**src/hdl/bds_ram.sv**
```systemverilog
// Generic simple dual-port RAM with registered read.
`default_nettype none
module bds_ram #(
	parameter int WIDTH = 8,
	parameter int DEPTH = 256,
	localparam int AW = $clog2(DEPTH)
) (
	input  wire logic             clk,
	input  wire logic             we,
	input  wire logic [AW-1:0]    waddr,
	input  wire logic [WIDTH-1:0] wdata,
	input  wire logic             re,
	input  wire logic [AW-1:0]    raddr,
	output logic      [WIDTH-1:0] rdata
);

	logic [WIDTH-1:0] mem [DEPTH];

	always_ff @(posedge clk) begin
		if (we) begin
			mem[waddr] <= wdata;
		end
		if (re) begin
			rdata <= mem[raddr];
		end
	end

endmodule
`default_nettype wire

```
**config.mk**
```make
export PLATFORM = sky130hd
export DESIGN_NAME = bds_ram
export DESIGN_NICKNAME = d
export VERILOG_FILES = /design/src/hdl/bds_ram.sv
export SDC_FILE = /design/constraint.sdc
export NUM_CORES = 2
export LEC_CHECK = 0
export ABC_CLOCK_PERIOD_IN_PS = 3900
export BUFFER_PORTS_ARGS = -buffer_cell sky130_fd_sc_hd__clkbuf_2
export CAP_MARGIN = 20
export CORE_MARGIN = 4
export CORE_UTILIZATION = 55
export DETAILED_ROUTE_END_ITERATION = 7
export MAX_ROUTING_LAYER = met4
export PLACE_DENSITY = 0.69
export SYNTH_ARGS = -nofsm -noshare
export SYNTH_HDL_FRONTEND = slang
export SYNTH_SLANG_ARGS = --single-unit
```
**constraint.sdc**
```tcl
create_clock -name clk -period 3.9 [get_ports clk]
set_input_delay 0.39 -clock clk [delete_from_list [all_inputs] [get_ports clk]]
set_output_delay 0.39 -clock clk [all_outputs]
set_load 0.02 [all_outputs]
```
Word level (Yosys, flattened, before mapping) --
Memories as Yosys holds them, arrays and structs flattened. A register that Yosys moved wholly into a read port is not among the register bits. Cells that the tools add are included. Widths: inputs -> output; s select.
Storage, ports and cells: register bits after elaboration 0, latch bits 0, memory bits (writable) 2048, bits in read-only memories 0, input bits 27, output and inout port bits 8, word-level logic and storage cells 3, memories kept 1
Operators by class: $add $sub $neg 0, multipliers 0, div/mod/pow operators 0, magnitude comparators 0, equal/unequal tests 0, shift operators 0, multiplexer cells 2, bitwise gates (word level) 0, reductions and logical operators 0
Memories:
- mem | words 256, bits a word 8, rd ports 1, clocked after memory_dff 1, wr ports 1, RTL line 17 | logic [WIDTH-1:0] mem [DEPTH];
Operators with widths (count):
- $mux 1 | 2

Depth between registers and ports, before layout --
depth after elaboration 2, depth in mapped cells 11, mapped depth without buffers 6

Least setup slack after synthesis --
No wires, ideal clock.
path type input -> register, from in raddr[0], to reg rdata[2] (read register of mem) (data pin), library setup time 0.269 ns, arrival time 2.197 ns, required time 3.631 ns, path slack 1.434 ns, stages 9, buffers on the path 4, cell sequence buf_6 buf_12 buf_8 buf_2 mux4_2 a22oi_1 a21oi_1 nor4_1 nor4_2
RTL lines:
- from (decl) | RTL line 13 | input wire logic [AW-1:0] raddr,
- to (decl) | RTL line 14 | output logic [WIDTH-1:0] rdata

==> results.txt <==
Worst Skew: 0.0281 ns
Num CTS Buffers: 200
Flop pwr share: 53.4%
Wirelength per Cell: 31.5 um
drt via density: 6.50
Worst Path Buf+Inv: 0
final wirelength: 192 mm
Starting Density: 55.4%
row count: 139
critical path peak fanout: 1
worst-margin pin slew: 1.39 ns
final setup vio count: 0
fin nets: 4040
type of origin of the critical path: flip-flop
Remaining DRCs: 0
Leak: 0.0281 uW
outcome: finished, final reports clean
Post-Synthesis Cell Area: 0.0796 sq mm
clk sinks: 2056
RePlAce Congestion: 0.891
share of cells above drive strength 1: 25.6%
CTS Hold Bufs: 0
FF-to-FF path depth: 6
Total Neg Setup Slack: 0 ns
GR peak layer: met2
filler instances: 9705
largest net degree at the start of global routing: 132
grt met1 use: 37.8%
Post-CTS Setup Repair Bufs: 0
die area: 0.151 sq mm
Slew HR: 6.50%
post-cts resize count: 0
unrepaired setup endpoints after global routing: false
initial antenna violation count: 12
Netlist cell types: 54
area of the core: 0.144 sq mm
drt first pass iters: 6
CTS root buf: clkbuf_16
Clk pwr share: 41.6%
Tot GR Track Use: 26.5%
Yosys reg bits: 2056
Combinational Power Share: 4.9%
CTS tree: done
clk buf depth: 3
commonest non-fill, non-tap cell in the layout: edfxtp_1
H-tree levels: 4
crit path capture type: flip-flop
critical path's largest stage delay: 0.85 ns
DRT antenna net count: 0
sequential element share of the synthesized area: 77.5%
Die H: 389 um
Synth Warn #: 0
GRT met3 Usage: 5.28%
slowest CP cell: nor3_1
average footprint of a synthesized cell: 21.3 sq um
CP top delay family: compound AO/OA/AOI/OAI gates
most frequent cells in the layout: edfxtp_1, mux4_2, nor2_1
ys flop type: edfxtp_1
Tcrit/Tclk final: 83.5%
post-DP HPWL: 120 mm
I/O pins: 35
Core Util, Final: 62.6%
CTS clk-pin slew, worst paths: 0.07 ns
Crit Path Category: reg2reg
cell count after synthesis: 3733
Pint: 36100 uW
final hold violation count: 0
WHS Path Cells: 1
Area growth syn-to-layout: 12.8%
first-pass GRT wire length: 281 mm
Peak VDD IR: 0.000466 V
max-cap viol count: 0
number of global-route vias before repair: 39300
cell count along the critical path: 6
Max Slew Vio Count: 0
total number of vias: 39600
FFs w/ async S/R, synth: 0%
Post-synth EDFFs: 2056
switching part of the total: 20.9%
Non-Filler Instances: 6098
hold crit path type: in2reg
crit path cell chain: mux4_2 > a22o_1 > a221oi_1 > o32ai_1 > nor3_1 > nor4_1
PortBufs: 34
maximum clock frequency: 307 MHz
Detailed Route Iter0 Violations: 5291
syn_nets: 3760
Pwr Density: 508 mW/mm^2
DIE WIDTH: 389 um
NetSw: 9550 uW
Final min period: 3.26 ns
met2 Track Usage GR: 39.9%
WP data required: 4.42 ns
CP arrival: 3.77 ns
placed cell count: 5714
worst skew pair latency: 0.81 ns
global route overflow: 0
==> routing by layer <==
metal  wire length, um  vias to the layer above
li1                  -                    16300
met5                 0                        -
met1             76000                    20900
met3             18700                      335
met2             92300                     2110
met4              5320                        0
==> power groups by stage <==
| stage | logic [uW] | clock network, uW | registers, uW |
|---|---|---|---|
| finish | 2250 | 19000 | 24400 |
| global route | 2360 | 20200 | 24400 |
| CTS | 2250 | 19200 | 24400 |
| detailed placement | 2250 | 0 | 24900 |
| global placement | 2200 | 0 | 24900 |
| floorplan | 1180 | 0 | 24900 |
==> synthesized netlist by cell type (13+ instances only) <==
cell type | number | area share, %
a211oi_1 | 16 | 0.15
a21oi_1 | 96 | 0.60
a221oi_1 | 13 | 0.14
a22oi_1 | 133 | 1.3
buf_1 | 22 | 0.10
buf_2 | 31 | 0.19
buf_4 | 27 | 0.25
buf_6 | 21 | 0.30
buf_8 | 13 | 0.25
clkbuf_1 | 111 | 0.52
edfxtp_1 | 2056 | 78
mux2i_1 | 134 | 1.7
mux4_2 | 454 | 13
nand2_1 | 33 | 0.16
nand3_1 | 34 | 0.21
nor2_1 | 282 | 1.3
nor2b_1 | 31 | 0.24
nor3_1 | 22 | 0.14
nor4_1 | 24 | 0.19
o221ai_1 | 46 | 0.51
o22ai_1 | 28 | 0.22
==> flip-flops by register name (all words and copies together), names as in the netlist <==
signal and cells:
mem 2048, rdata 8
==> layout make-up <==
class | instances | area (sq um) | area share (%)
repair buffers | 311 | 2760 | 3.07
flip-flops and latches | 2056 | 61700 | 68.7
clock inverters | 126 | 1120 | 1.25
inverters | 2 | 7.51 | 0.00835
diodes | 10 | 25.0 | 0.0278
well taps | 1903 | 2380 | 2.65
clock buffers | 248 | 5330 | 5.94
multi-input cells | 1442 | 16500 | 18.3
==> cells by family after synthesis <==
family / count (synthesis) / share of synthesized area [%]
buf+inv: 235 / 1.83
simple gates: 466 / 2.63
compound gates: 385 / 3.42
mux: 591 / 14.6
flops: 2056 / 77.5
==> metrics by stage <==
stage	power (uW)	hold WS (ns)	instance area, sq um	setup slack (ns)
2_1_floorplan	26000	0.489	79600	1.43
3_3_place_gp	27100	0.945	83300	-0.393
3_5_place_dp	27100	0.922	83400	-0.0112
4_1_cts	45900	0.0721	89800	0.716
5_1_grt	47000	0.0907	89900	0.629
6_report	45700	0.112	89900	0.645
==> final timing paths <==
check / startpoint / slack [ns] / end
worst max-delay path: mem[83][3] / 0.64 / rdata[3]
worst min-delay path: wdata[4] / 0.11 / mem[84][4]
worst max register to register: mem[83][3] / 0.64 / rdata[3]
worst min register to register: mem[48][2] / 1.22 / rdata[2]
Power figures use the tool's default switching activity.
